<file path="src/hdl/thp_pkg.sv">
// Shared types, constants and helper functions of the tetrahedral hydrogen placement unit.
// Used by every module of the block; depends on nothing.
package thp_pkg;

  typedef enum logic [1:0] {
    STAT_OK      = 2'd0,
    STAT_MISSING = 2'd1,
    STAT_DEGEN   = 2'd2
  } status_e;

  typedef enum logic [1:0] {
    CFG_BOND = 2'd0,
    CFG_COS  = 2'd1,
    CFG_SIN  = 2'd2
  } cfg_index_e;

  localparam logic [1:0] H_LAST = 2'd2;
  localparam logic [14:0] TILT_COS_RESET = 15'd10885;
  localparam logic [14:0] TILT_SIN_RESET = 15'd30907;
  localparam int ROOT_W = 31;
  localparam int RAD_W = 62;

  typedef struct packed {
    logic [13:0] bond_length;
    logic [14:0] tilt_cosine;
    logic [14:0] tilt_sine;
  } cfg_t;

  typedef logic [2:0][31:0] vec_t;

  typedef struct packed {
    status_e status;
    vec_t    n;
    vec_t    hs;
    vec_t    ds;
  } entry_t;

  function automatic logic [35:0] mag36(input logic signed [35:0] x);
    return x < 0 ? 36'(-x) : 36'(x);
  endfunction

  function automatic logic [2:0] shrink_shift(input logic [35:0] m);
    logic [2:0] s;
    s = 3'd6;
    for (int i = 5; i >= 0; i--) begin
      if ((m >> i) < (36'd1 << 30)) s = 3'(i);
    end
    return s;
  endfunction

  function automatic vec_t shrink_vec(input logic signed [35:0] a, input logic signed [35:0] b,
                                      input logic signed [35:0] c);
    vec_t r;
    logic [2:0] sh;
    sh = shrink_shift(mag36(a) | mag36(b) | mag36(c));
    r[0] = 32'(a >>> sh);
    r[1] = 32'(b >>> sh);
    r[2] = 32'(c >>> sh);
    return r;
  endfunction

  function automatic logic signed [31:0] sat32(input logic signed [33:0] x);
    logic signed [31:0] r;
    if (x > 34'sd2147483647) r = 32'sh7fffffff;
    else if (x < -34'sd2147483648) r = 32'sh80000000;
    else r = 32'(x);
    return r;
  endfunction

  function automatic logic [31:0] isqrt_const(input logic [63:0] n);
    logic [33:0] rem;
    logic [31:0] root;
    logic [35:0] rem2;
    logic [35:0] trial;
    rem = '0;
    root = '0;
    for (int i = 31; i >= 0; i--) begin
      rem2 = {rem, n[2*i+1 -: 2]};
      trial = {2'b00, root, 2'b01};
      if (rem2 >= trial) begin
        rem = 34'(rem2 - trial);
        root = {root[30:0], 1'b1};
      end else begin
        rem = 34'(rem2);
        root = {root[30:0], 1'b0};
      end
    end
    return root;
  endfunction

  localparam logic [31:0] KF_Q30 = isqrt_const(64'd3 << 58);

endpackage

</file>
<file path="src/hdl/thp_queue.sv">
// Short queue of classified entries between the front end and the back end.
// Depends on thp_pkg for the entry type.
module thp_queue #(
  parameter int Depth = 2
) (
  input  logic            clk_i,
  input  logic            rst_ni,
  input  logic            push_i,
  input  thp_pkg::entry_t entry_i,
  output logic            full_o,
  input  logic            pop_i,
  output thp_pkg::entry_t entry_o,
  output logic            empty_o
);
  import thp_pkg::*;

  localparam int PtrW = $clog2(Depth);
  localparam int CntW = $clog2(Depth + 1);

  entry_t mem_q [Depth];
  logic [PtrW-1:0] wr_q, rd_q;
  logic [CntW-1:0] cnt_q;

  assign full_o = cnt_q == CntW'(Depth);
  assign empty_o = cnt_q == '0;
  assign entry_o = mem_q[rd_q];

  always_ff @(posedge clk_i or negedge rst_ni) begin
    if (!rst_ni) begin
      wr_q <= '0;
      rd_q <= '0;
      cnt_q <= '0;
    end else begin
      if (push_i) wr_q <= (wr_q == PtrW'(Depth - 1)) ? '0 : wr_q + 1'b1;
      if (pop_i) rd_q <= (rd_q == PtrW'(Depth - 1)) ? '0 : rd_q + 1'b1;
      if (push_i && !pop_i) cnt_q <= cnt_q + 1'b1;
      else if (pop_i && !push_i) cnt_q <= cnt_q - 1'b1;
    end
  end

  always_ff @(posedge clk_i) begin
    if (push_i) mem_q[wr_q] <= entry_i;
  end

endmodule

</file>
<file path="config.mk">
export PLATFORM = sky130hd
export DESIGN_NAME = thp_queue
export DESIGN_NICKNAME = d
export VERILOG_FILES = /design/src/hdl/thp_pkg.sv /design/src/hdl/thp_queue.sv
export SDC_FILE = /design/constraint.sdc
export NUM_CORES = 1
export LEC_CHECK = 0
export BUFFER_PORTS_ARGS = -buffer_cell sky130_fd_sc_hd__buf_2
export CORE_AREA = 2 2 229 231
export CTS_CLUSTER_DIAMETER = 200
export DETAILED_ROUTE_END_ITERATION = 10
export DIE_AREA = 0 0 231 233
export PLACE_DENSITY = 0.68
export REMOVE_ABC_BUFFERS = 1
export SETUP_SLACK_MARGIN = 0.1
export SLEW_MARGIN = 20
export SYNTH_ARGS = -nofsm -noshare
export SYNTH_HDL_FRONTEND = slang
export SYNTH_SLANG_ARGS = --single-unit
</file>
<file path="constraint.sdc">
create_clock -name clk_i -period 43.2 [get_ports clk_i]
set_clock_uncertainty 0.2 [all_clocks]
set_input_delay 8.64 -clock clk_i [delete_from_list [all_inputs] [get_ports clk_i]]
set_output_delay 8.64 -clock clk_i [all_outputs]
set_load 0.005 [all_outputs]
</file>
**After elaboration in Yosys (flattened, before gate mapping)**

Memory sizes are Yosys's and may differ from the RTL's.
Cells that the tools add are included.

- Input port bits: 294
- Output and inout bits: 292
- Logic and storage cells: 21
- Memory bits (writable): 580
- Flip-flop bits (word level): 4
- Memories kept: 1

Memory list:

| name | depth | width | rd ports | clocked after memory_dff | wr ports | RTL line | text |
|---|---|---|---|---|---|---|---|
| mem_q | 2 | 290 | 1 | 0 | 1 | thp_queue.sv:20 | `entry_t mem_q [Depth];` |

- $add $sub $neg: 4
- Reductions and logical operators: 6
- Muxes and demuxes: 6
- Eq/ne operators: 1

Operator list:

| kind | count |
|---|---|
| 1-bit two-way mux | 4 |
| 2-bit two-way mux | 2 |
| 1-bit adder (second input constant) | 2 |
| 2-bit by 1-bit adder with 2-bit output (second input constant) | 1 |
| 2-bit == test (second input constant) | 1 |
| 1-bit logical AND | 2 |
| 1-bit logical NOT | 2 |
| 2-bit logical NOT | 1 |
| 2-bit nonzero test | 1 |
| 2-bit by 1-bit subtractor with 2-bit output (second input constant) | 1 |

**Longest topological paths before layout**

- Depth in word-level cells: 4
- Mapped depth: 5
- Gate-level depth less buffers: 5

**Least setup slack after synthesis**

Ideal clock, no wire load.

- Path type: input to register
- From: in push_i
- To: mem mem_q[0][0] (netlist bit) (enable)
- Cell stages on the path: 1
- Arrival: 21.108 ns
- Data required time: 42.018 ns
- Slack: 20.911 ns
- Path through: nor2b_1

- Cells in the longest elaborated chain, start to end: 2

Ends and longest elaborated chain:

| element | RTL line | text |
|---|---|---|
| start, declared | thp_queue.sv:8 | `input logic push_i,` |
| 1-bit two-way mux | thp_queue.sv:42 | `if (push_i) mem_q[wr_q] <= entry_i;` |
| 1-bit two-way mux (implied by the code) | thp_queue.sv:42 |  |
| end, declared | thp_queue.sv:20 |  |

No other way between the ends.

==> run metrics <==
Max FO, Critical Path 77; FF/Latch Area 17500 um2; Netlist cell types 12; most frequent CP cell buf_4; Synth Warn # 0; run status finished, final reports clean; r2r setup slk 40.08 ns; Starting Density 41.7%; synthesized area per cell 23.2 um2; flops & latches, synth 584; depth of the CTS H-tree 2; setup repair bufs after CTS 0; most common cell in the synthesized netlist edfxtp_1; Final Hold Fails 0; Initial DRC Count 577; WP data required 34.36 ns; max_cap viols 0; post-synthesis sequential area ratio 82.3%; R2R Path Start wr_q; RSZ-0062 raised after global routing false; vias in the first global route 11300; RR Endpoint mem_q[0][229]; core area 51100 um2; hold depth 1; CP bufs+invs 3; Mapped Area 21300 um2; layout cells sized above 1 61.1%; Hold-fix buffers, CTS 0; die area 53800 um2; PwrDens 64.4 nW/um2; post-synthesis instance total 918; Worst path max stage delay 1.10 ns; R2R depth 3; CP Capture Type output port; clock-pin transition on the worst setup and hold timing paths 0.06 ns; PnR worst setup slack 30.20 ns; final setup TNS 0 ns; Multi-input gate area 3360 um2; maximum root-to-sink buffer count 3; Ports 586; Hold Crit Start cnt_q[1]; first-pass GRT wire length 66600 um; WS Path Type reg -> out; Post-synth EDFFs 580; Worst Hold Endpoint cnt_q[1]; Min-Delay Path Class reg -> reg; number of CTS-inserted buffers 57; FMAX 76.9 MHz; Via-to-Cell Ratio 4.75; synthesis-to-layout area growth 25.1%; Root Driver clkbuf_16; Worst-Skew Late Latency 0.59 ns; buffers added on ports 585; # setup viols final 0; Post-synth top cells 580 x edfxtp_1, 290 x mux2_2, 26 x clkbuf_8; hpwl dp 32200 um; Placer Congestion 0.850; Worst EP arrival 4.16 ns; Setup crit start kind flip-flop; DRT Pass-1 Iters 4; DP Area 24700 um2; Max-slew headroom 14.7%; Clock Sinks 584; crit-path leading delay family buffers and inverters; Post-Route WL 47300 um; Placement Setup Slack 30.76 ns; CTS tree built; Worst VDD drop 0.0000667 V; initial antenna violation count 15; Synth top area share 81.8%; Chip Width 231 um; largest net degree at the start of global routing 158; Tot GR Track Use 16.5%; Vias 10800; final worst-path cycle share 30.1%; WL/cell 20.8 um; final net count 1834; CTS resizes 0; # DRC 0; Final Slew Violations 0; Design Area, Final 26600 um2; floorplan die height 233 um; Overflow after GRT 0; main flop type after synthesis edfxtp_1; CP cell instances buf_4 -> buf_4 -> mux2_2 -> buf_2; Pleak 9.94 nW; async set or reset register ratio after synthesis 0.685%; Final min period 13.00 ns; Max stage delay cell, worst path dfrtp_4; Util after Layout 52.1%; std cell rows 83; Fillers 4167; area leader, netlist edfxtp_1; synth top area cells edfxtp_1 82%, mux2_2 15%, clkbuf_8 1.7%; Routed Antenna Nets 0; Least-Margin Pin Slew 1.28 ns
-- worst max path at each step --
stage	startpoint	endpoint	slack (ns)	cells past startpoint
floorplan	push_i	mem_q[0][0]	20.91	1
finish	rd_q	entry_o[276]	30.20	4
CTS	rd_q	entry_o[210]	30.08	4
detailed placement	rd_q	entry_o[210]	30.76	4
global placement	rd_q	entry_o[93]	30.87	4
global route	rd_q	entry_o[255]	29.94	4
-- per-layer routing --
layer | GRT usage (%) | up-vias | part of all wire, %
li1 | - | 4931 | -
met2 | 29.3 | 404 | 53
met5 | 0 | - | 0.15
met4 | 6.57 | 12 | 2.9
met1 | 18.2 | 5349 | 36
met3 | 5.64 | 98 | 7.9
-- final cells by class --
type / instances / share of cell area, %
Antenna cell: 9 / 0.0846
Clock buffer: 73 / 5.82
Clock inverter: 32 / 1.18
Inverter: 1 / 0.0141
Multi-Input combinational cell: 301 / 12.6
Sequential cell: 584 / 65.8
Tap cell: 680 / 3.19
Timing Repair Buffer: 594 / 11.3
-- state kept, by name, summed over array words and instances (netlist names) --
register,flops
rd_q,1
cnt_q,2
wr_q,1
mem_q,580
-- worst reg2reg max path, delay by kind of cell (launching register included) --
kind	cells	cell delay (ns)
flops	1	0.43
simple gates	1	0.36
buf+inv	2	1.65
-- where the power goes --
| group | total (W) | switching, W | internal, W |
|---|---|---|---|
| registers | 0.000792 | 0.0000386 | 0.000753 |
| clock network | 0.000489 | 0.000200 | 0.000288 |
| logic | 0.000434 | 0.000221 | 0.000213 |
| total | 0.00171 | 0.000460 | 0.00125 |
-- through the flow --
stage | total power (W) | std cells | hold slack, ns
3_3_place_gp | 0.00124 | 2160 | 0.276
2_1_floorplan | 0.00113 | 886 | 0.255
6_report | 0.00171 | 2274 | 0.312
3_5_place_dp | 0.00125 | 2160 | 0.306
5_1_grt | 0.00179 | 2274 | 0.333
4_1_cts | 0.00174 | 2265 | 0.312
-- layout by cell type, fill, tap and decap left out, drive strengths merged --
master and count:
xor2 4, buf 594, dfrtp 4, and2 1
xnor2 1, inv 3, ha 1, clkinvlp 2
nor2b 2, nor2 2, clkinv 22, edfxtp 580
mux2 290, diode 9, clkbuf 73, bufinv 6
-- logic make-up (layout without fill, tap and decap cells) --
group | after synthesis | in the layout | share of synthesized area, %
adders and majority gates | 1 | 1 | 0.0587
buffers and inverters | 33 | 700 | 2.02
and+or+nand+nor | 5 | 5 | 0.123
xor gates and xnor gates | 5 | 5 | 0.206
DFF | 584 | 584 | 82.3
muxes | 290 | 290 | 15.3
other | 0 | 9 | 0
Note: power is estimated with default switching activity, not from simulation.
