File: src/hdl/thp_pkg.sv
// Shared types, constants and helper functions of the tetrahedral hydrogen placement unit.
// Used by every module of the block; depends on nothing.
package thp_pkg;

  typedef enum logic [1:0] {
    STAT_OK      = 2'd0,
    STAT_MISSING = 2'd1,
    STAT_DEGEN   = 2'd2
  } status_e;

  typedef enum logic [1:0] {
    CFG_BOND = 2'd0,
    CFG_COS  = 2'd1,
    CFG_SIN  = 2'd2
  } cfg_index_e;

  localparam logic [1:0] H_LAST = 2'd2;
  localparam logic [14:0] TILT_COS_RESET = 15'd10885;
  localparam logic [14:0] TILT_SIN_RESET = 15'd30907;
  localparam int ROOT_W = 31;
  localparam int RAD_W = 62;

  typedef struct packed {
    logic [13:0] bond_length;
    logic [14:0] tilt_cosine;
    logic [14:0] tilt_sine;
  } cfg_t;

  typedef logic [2:0][31:0] vec_t;

  typedef struct packed {
    status_e status;
    vec_t    n;
    vec_t    hs;
    vec_t    ds;
  } entry_t;

  function automatic logic [35:0] mag36(input logic signed [35:0] x);
    return x < 0 ? 36'(-x) : 36'(x);
  endfunction

  function automatic logic [2:0] shrink_shift(input logic [35:0] m);
    logic [2:0] s;
    s = 3'd6;
    for (int i = 5; i >= 0; i--) begin
      if ((m >> i) < (36'd1 << 30)) s = 3'(i);
    end
    return s;
  endfunction

  function automatic vec_t shrink_vec(input logic signed [35:0] a, input logic signed [35:0] b,
                                      input logic signed [35:0] c);
    vec_t r;
    logic [2:0] sh;
    sh = shrink_shift(mag36(a) | mag36(b) | mag36(c));
    r[0] = 32'(a >>> sh);
    r[1] = 32'(b >>> sh);
    r[2] = 32'(c >>> sh);
    return r;
  endfunction

  function automatic logic signed [31:0] sat32(input logic signed [33:0] x);
    logic signed [31:0] r;
    if (x > 34'sd2147483647) r = 32'sh7fffffff;
    else if (x < -34'sd2147483648) r = 32'sh80000000;
    else r = 32'(x);
    return r;
  endfunction

  function automatic logic [31:0] isqrt_const(input logic [63:0] n);
    logic [33:0] rem;
    logic [31:0] root;
    logic [35:0] rem2;
    logic [35:0] trial;
    rem = '0;
    root = '0;
    for (int i = 31; i >= 0; i--) begin
      rem2 = {rem, n[2*i+1 -: 2]};
      trial = {2'b00, root, 2'b01};
      if (rem2 >= trial) begin
        rem = 34'(rem2 - trial);
        root = {root[30:0], 1'b1};
      end else begin
        rem = 34'(rem2);
        root = {root[30:0], 1'b0};
      end
    end
    return root;
  endfunction

  localparam logic [31:0] KF_Q30 = isqrt_const(64'd3 << 58);

endpackage

File: src/hdl/thp_front.sv
// Front end: accepts input beats, forms the N-CA and CA-C difference vectors and classifies them.
// Depends on thp_pkg; feeds the entry queue.
module thp_front (
  input  logic               in_valid_i,
  output logic               in_ready_o,
  input  logic               atoms_found_i,
  input  logic signed [31:0] n_x_i,
  input  logic signed [31:0] n_y_i,
  input  logic signed [31:0] n_z_i,
  input  logic signed [31:0] ca_x_i,
  input  logic signed [31:0] ca_y_i,
  input  logic signed [31:0] ca_z_i,
  input  logic signed [31:0] c_x_i,
  input  logic signed [31:0] c_y_i,
  input  logic signed [31:0] c_z_i,
  input  logic               q_full_i,
  output logic               q_push_o,
  output thp_pkg::entry_t    q_entry_o
);
  import thp_pkg::*;

  logic signed [35:0] dh [3];
  logic signed [35:0] dc [3];

  always_comb begin
    dh[0] = 36'(n_x_i) - 36'(ca_x_i);
    dh[1] = 36'(n_y_i) - 36'(ca_y_i);
    dh[2] = 36'(n_z_i) - 36'(ca_z_i);
    dc[0] = 36'(ca_x_i) - 36'(c_x_i);
    dc[1] = 36'(ca_y_i) - 36'(c_y_i);
    dc[2] = 36'(ca_z_i) - 36'(c_z_i);
    q_entry_o.n[0] = n_x_i;
    q_entry_o.n[1] = n_y_i;
    q_entry_o.n[2] = n_z_i;
    q_entry_o.hs = shrink_vec(dh[0], dh[1], dh[2]);
    q_entry_o.ds = shrink_vec(dc[0], dc[1], dc[2]);
    if (!atoms_found_i) begin
      q_entry_o.status = STAT_MISSING;
    end else if (dh[0] == '0 && dh[1] == '0 && dh[2] == '0) begin
      q_entry_o.status = STAT_DEGEN;
    end else begin
      q_entry_o.status = STAT_OK;
    end
  end

  assign in_ready_o = !q_full_i;
  assign q_push_o = in_valid_i && !q_full_i;

endmodule

File: config.mk
export PLATFORM = sky130hd
export DESIGN_NAME = thp_front
export DESIGN_NICKNAME = d
export VERILOG_FILES = /design/src/hdl/thp_pkg.sv /design/src/hdl/thp_front.sv
export SDC_FILE = /design/constraint.sdc
export NUM_CORES = 1
export LEC_CHECK = 0
export BUFFER_PORTS_ARGS = -buffer_cell sky130_fd_sc_hd__buf_4
export CORE_AREA = 4 4 226 228
export DETAILED_ROUTE_END_ITERATION = 8
export DIE_AREA = 0 0 230 232
export PLACE_DENSITY = 0.67
export SYNTH_ARGS = -nofsm -noshare
export SYNTH_HDL_FRONTEND = slang
export SYNTH_SLANG_ARGS = --single-unit
export TNS_END_PERCENT = 5
File: constraint.sdc
create_clock -name vclk -period 13.2
set_input_delay 0.66 -clock vclk [all_inputs]
set_output_delay 0.66 -clock vclk [all_outputs]
set_load 0.05 [all_outputs]
# Word-level counts from Yosys, hierarchy flattened
# Index checks and enable logic that the tools add are counted.
# totals
regBits	0
in_bits	291
output_inout_bits	292
elab_cells	67
# classes
add_sub_neg	12
n_lt_le_gt_ge	18
shift	6
mux	20
n_bitwise	4
reduce_logical	7
# ops
op	count
$mux W36	6
$neg A33 Y36	6
$lt A33 B1 Y1 const B	6
$sshr A33 B3 Y32	6
$sub A32 B32 Y33	6
$or A36 B36 Y36	4
$logic_not A36 Y1	3
$lt A36 B31 Y1 const B	2
$lt A35 B31 Y1 const B	2
$lt A34 B31 Y1 const B	2
$lt A33 B31 Y1 const B	2
$lt A32 B31 Y1 const B	2
$lt A31 B31 Y1 const B	2
$mux W3	8
$mux W2	6
$logic_and A1 B1 Y1	3
$logic_not A1 Y1	1

# Logic depth before layout (Yosys ltp)
# Gate-level depths: netlist of run 1.
# depth
depth_word	13
ltp_mapped	20
ltp_nobuf	18

# Worst setup path after synthesis of run 1
# OpenSTA, ideal clock, no wires.
# synth_path
kind	in2out
startpoint	input n_z_i[0]
endpoint	output q_entry_o[123] in the netlist's numbering
t_arrival_ps	6599
required_ps	12540
setup_slack_ps	5941
path_stages	19
path_buffers	2
path_cell_list	inv_1 ha_1 inv_1 fa_1 a21o_1 a311o_1 a41oi_1 a2111oi_0 o21ai_0 a21boi_0 o21a_1 o31ai_1 o21ai_0 xnor2_1 o211ai_1 buf_2 buf_4 nor3b_1 a221oi_1
# synth_rtl
item	line	rtl
from (decl)	thp_front.sv:9	input logic signed [31:0] n_z_i,
to (decl)	thp_front.sv:18	output thp_pkg::entry_t q_entry_o

==> impl_metrics.tcl, run 1 <==
set metrics [dict create \
    synth_area_um2 20800 \
    hpwl_mm 79.9 \
    cts-resized-gates 0 \
    min_period_ns 8.22 \
    critPathLaunch "n_y_i[0]" \
    tightest_slew_ns 1.33 \
    place.gp.congestion 1.05 \
    seq_cells 0 \
    relSlewSlack_pct 9.15 \
    rsz0062_at_grt "no" \
    critical_path_class "input pin to output port" \
    nets 4021 \
    power_mw 2.86 \
    core_area_um2 48800 \
    hold_path.class "input pin to output port" \
    seq_area_um2 0 \
    die_height_um 232 \
    max_freq_mhz 122 \
    post-route-period-util_pct 62.3 \
    detail_route.wl_per_cell_um 22.5 \
    synth_cell_types 93 \
    synth-seq-area-share_pct 0 \
    p_per_area_nw_per_um2 116 \
    num_io_pins 583 \
    final_antenna_net_count 0 \
    hold_ws_ns 1.58 \
    grt_pass1_vias 23300 \
    critical_path_arrival_ns 7.56 \
    die_w_um 230 \
    worstPathMaxFanout 91 \
    synthCells 3223 \
    slew_viol_final 0 \
    syn_nets 3712 \
    first_pass_iters 8 \
    grt_usage_pct 32.3 \
    grt_overflow_total 0 \
    holdCritStartpoint "n_y_i[0]" \
    required_ns 12.54 \
    drc_errors 0 \
    cts_hold_buf 0 \
    grt_max_degree 101 \
    finalNonFillerCells 4215 \
    row_count 81 \
    die_area_um2 53400 \
    port_buffers 583 \
    placed_cells 4194 \
    antenna_found_initial 23 \
    setup_viol 0 \
    stdcell_area_um2 24600 \
    start_util_pct 42.5 \
    cap_viol_max_count 0 \
    area_growth_pct 18.5 \
    status "finished clean" \
    tns_ns 0 \
    endpoint_kind "output port" \
    post_dp_cell_area_um2 24600 \
    ir_drop_uv 117 \
    wirelength_mm 94.9 \
    syn_avg_cell_area_um2 6.44 \
    p_leak_nw 11.5 \
    cts_setup_buffers 0 \
    hold_violations 0 \
    drtIter0Drc 3018 \
    vias_per_cell 6.28 \
    ys_warn_count 0 \
    n_clock_buffer 0 \
    worstSetupStartpointType "input pin" \
    drive_gt1_share_pct 19.1 \
    via_count 26500 \
    grt_pass1_wl_mm 140 \
]
==> cells by family after synthesis <==
group	after synthesis	share of synthesized area (%)
xor gates and xnor gates	132	5.57
buffers and inverters	588	13.0
muxes	165	8.09
AOI/OAI and AO/OA	1115	36.2
adders and majority gates	198	12.1
and+or+nand+nor	1025	25.1
==> cell type report <==
type                            instances  area (um2)
Multi-Input combinational cell       2635       18100
Fill cell                            5122       24200
Antenna cell                           21        52.6
Inverter                              295        1110
Timing Repair Buffer                  600        4500
Tap cell                              664         831
==> final timing paths <==
| check | slack [ns] | cells after the start | endpoint |
|---|---|---|---|
| setup / recovery | 4.98 | 20 | q_entry_o[185] |
| hold / removal | 1.58 | 2 | q_entry_o[224] |
==> through the flow <==
stage	setup slack (ns)	utilization, %
6_report	4.98	50.4
5_1_grt	4.60	50.4
4_1_cts	5.09	50.3
3_5_place_dp	5.10	50.3
3_3_place_gp	5.17	50.3
2_1_floorplan	5.94	-
==> metal layers <==
metal  GRT usage [%]  share of wire [%]  vias up  wire length [um]
met5               0              0.023        -                22
met4            9.87                3.1        4              2970
met3            6.87                 10      140              9720
met2            47.6                 42     1448             40000
met1            46.8                 44    12300             42200
li1                -                  -    12600                 -
==> placed cells by master (no fill, tap or decap), types with 40 or more instances in the layout <==
cell / Yosys / final
nor3_1: 73 / 72
o21a_1: 40 / 40
a21oi_1: 307 / 307
a21o_1: 82 / 82
inv_1: 294 / 294
o221ai_1: 60 / 60
o211ai_1: 69 / 69
nand3_1: 155 / 155
o21ai_0: 176 / 176
nand2_1: 215 / 214
a22oi_1: 45 / 45
buf_4: 104 / 600
nand4_1: 52 / 52
nor2_1: 230 / 230
xnor2_1: 84 / 84
and2_1: 52 / 51
xor2_1: 48 / 48
ha_1: 192 / 192
a211oi_1: 50 / 50
mux2i_1: 142 / 142
a31oi_1: 49 / 49
==> power by group <==
part | internal [mW] | switching, mW
registers | 0 | 0
clock network | 0.000000214 | 0
logic | 0.898 | 1.96
total | 0.898 | 1.96
==> synth_stat cells (10+ instances only) <==
cell,number,area [um2]
a21oi_1,307,1540
inv_1,294,1100
nor2_1,230,863
nand2_1,215,807
ha_1,192,2400
o21ai_0,176,881
nand3_1,155,776
mux2i_1,142,1420
clkbuf_1,135,507
buf_4,104,781
xnor2_1,84,736
a21o_1,82,616
nor3_1,73,365
o211ai_1,69,518
o221ai_1,60,526
and2_1,52,325
nand4_1,52,325
a211oi_1,50,375
a31oi_1,49,307
xor2_1,48,420
a22oi_1,45,338
o21a_1,40,300
and3_1,35,219
or3_1,35,219
nor4_1,34,213
buf_2,32,160
nor2b_1,25,156
nand2b_1,24,150
o2111ai_1,23,201
mux2_2,21,236
o21bai_1,20,150
or4_1,19,143
buf_1,17,63.8
a21boi_0,16,120
a2111oi_0,15,131
and4_1,15,131
o211a_1,14,140
o31ai_1,14,105
a221oi_1,13,114
a311oi_1,11,96.3
a31o_2,11,96.3
or2_2,10,62.6
==> worst max-delay path, stage by stage <==
cell,delay [ns]
buf_4,0.08
inv_1,0.03
ha_1,0.25
fa_1,0.45
nand2b_1,0.19
a211oi_1,0.56
o21ai_0,0.23
xnor2_1,0.26
or4_1,0.55
nor4_1,0.22
nand4_1,0.14
or4_1,0.43
nor4_1,0.65
nor3_1,0.09
o211ai_1,0.23
buf_4,0.78
nand2b_2,0.40
buf_4,0.65
o221ai_1,0.33
buf_4,0.27
Power figures use the tool's default switching activity.
==> run 2, diff against run 1 <==
--- a/config.mk
+++ b/config.mk
@@ -9,7 +9,7 @@
 export CORE_AREA = 4 4 226 228
 export DETAILED_ROUTE_END_ITERATION = 8
 export DIE_AREA = 0 0 230 232
-export PLACE_DENSITY = 0.67
+export PLACE_DENSITY = 0.7
 export SYNTH_ARGS = -nofsm -noshare
 export SYNTH_HDL_FRONTEND = slang
 export SYNTH_SLANG_ARGS = --single-unit
==> constraint.sdc (replaced) <==
create_clock -name vclk -period 7.24
set_input_delay 0.362 -clock vclk [all_inputs]
set_output_delay 0.362 -clock vclk [all_outputs]
set_load 0.05 [all_outputs]
==> run 2 against run 1 <==
Compared with the run above:
- die area did not move
- largest cell class unchanged
- count of clock-buffer cells in the layout did not move
- sequential cell count did not move
- global-route usage rose by 0.37 points
- critical endpoint is now q_entry_o[148]
- power rose by 85%
- critical path type unchanged
- worst setup slack got worse by 4.4 ns
- critical path depth did not move
- final area rose by 1.1%
- first-iteration DRC count rose by 9.4%
- routed wire length rose by 1.2%
- combinational power rose by 85%
- cell count rose by 0.55%
==> impl_metrics.tcl, run 2 (synthesis results as in run 1) <==
set metrics [dict create \
    vias_per_cell 6.31 \
    power_mw 5.29 \
    post-route-period-util_pct 92.1 \
    cts_hold_buf 0 \
    critPathLaunch "n_y_i[0]" \
    required_ns 6.88 \
    slew_viol_final 0 \
    final_cell_mix "buf_4, a21oi_1, inv_1" \
    first_pass_iters 6 \
    die_w_um 230 \
    tns_ns 0 \
    seqPwrFrac_pct 0 \
    p_switching_mw 3.60 \
    start_util_pct 42.5 \
    row_count 81 \
    critical_path_class "input pin to output port" \
    status "finished clean" \
    tightest_slew_ns 1.22 \
    seq_cells 0 \
    worstSetupStartpointType "input pin" \
    grt_pass1_wl_mm 140 \
    core_area_um2 48800 \
    setup_viol 0 \
    grt_max_degree 154 \
    pwr-share-comb_pct 100.0 \
    endpoint_kind "output port" \
    clockPowerShare_pct 0 \
    grt_usage_pct 32.7 \
    die_area_um2 53400 \
    via_count 26800 \
    switching_share_pct 68.1 \
    min_period_ns 6.67 \
    final_antenna_net_count 0 \
    critical_path_arrival_ns 6.30 \
    grt_overflow_total 0 \
    p_per_area_nw_per_um2 213 \
    drtIter0Drc 3303 \
    antenna_found_initial 24 \
    detail_route.wl_per_cell_um 22.7 \
    ir_drop_uv 242 \
    wirelength_mm 96.0 \
    p_leak_nw 11.6 \
    worstPathMaxFanout 53 \
    drc_errors 0 \
    die_height_um 232 \
    seq_area_um2 0 \
    nets 4044 \
    num_io_pins 583 \
    cap_viol_max_count 0 \
    grt_pass1_vias 23200 \
    port_buffers 583 \
    cts_setup_buffers 0 \
    n_clock_buffer 0 \
    rsz0062_at_grt "no" \
    relSlewSlack_pct 16.5 \
    max_freq_mhz 150 \
    hold_violations 0 \
    drive_gt1_share_pct 19.6 \
    crit_end "q_entry_o[148]" \
    final_common_cell "buf_4" \
    p_int_mw 1.69 \
    hold_path.class "input pin to output port" \
    place.gp.congestion 1.04 \
    area_growth_pct 19.7 \
    cts-resized-gates 0 \
    hpwl_mm 81.6 \
]
run 2: cell types whose count changed in the layout (fill, tap and decap cells not counted):
cell,change
buf_12,+7
buf_4,+16
run 2: critical path, cell delays in order:
cell and delay [ns]:
buf_4 0.10, inv_1 0.06, ha_1 0.22, fa_1 0.40, nand2b_1 0.17, a211oi_1 0.59, o21ai_0 0.23, xnor2_1 0.26
or4_1 0.55, nor4_1 0.22, nand4_1 0.14, or4_1 0.42, nor4_1 0.67, nor3_1 0.09, o211ai_1 0.22, buf_4 0.41
buf_4 0.54, nand3_1 0.13, o211ai_1 0.22, buf_4 0.27
run 2: cell type report:
cell class	instances	area (um2)
fill	5153	24000
multi-input combinational	2635	18100
timing repair buffer	623	4760
inverter	295	1110
tap	664	831
antenna	21	52.6
run 2: per-layer routing:
layer	GRT usage, %	routed length, um	up-vias
li1	-	-	12700
met1	47.1	42500	12500
met2	47.5	40600	1395
met3	6.43	9310	174
met4	12.7	3590	6
met5	0	44	-
run 2: power by group through the flow:
stage	Clock, mW	Combinational [mW]	Sequential, mW
2_1_floorplan	0	3.68	0
3_3_place_gp	0	5.19	0
3_5_place_dp	0	5.19	0
4_1_cts	0	5.21	0
5_1_grt	0.000000389	5.58	0
6_report	0.000000391	5.29	0
run 2: worst min path at each step:
stage,start,endpoint,slack (ns),cells after the start
6_report,n_x_i[30],q_entry_o[222],0.99,2
5_1_grt,n_x_i[26],q_entry_o[218],1.0,2
4_1_cts,n_x_i[30],q_entry_o[222],0.99,2
3_5_place_dp,n_x_i[30],q_entry_o[222],0.99,2
3_3_place_gp,n_x_i[28],q_entry_o[220],0.99,2
2_1_floorplan,n_x_i[0],q_entry_o[192],0.89,1
run 2: stage by stage:
stage | worst slack (ns) | util [%] | instances | hold WS, ns | instance area, um2
after floorplan | 0.577 | - | 3223 | 0.891 | 20800
after global placement | 0.714 | 50.8 | 4217 | 0.993 | 24800
after detailed placement | 0.662 | 50.8 | 4217 | 0.994 | 24800
after CTS | 0.648 | 50.8 | 4217 | 0.994 | 24800
after global routing | 0.191 | 50.9 | 4238 | 0.999 | 24900
final | 0.574 | 50.9 | 4238 | 0.992 | 24900
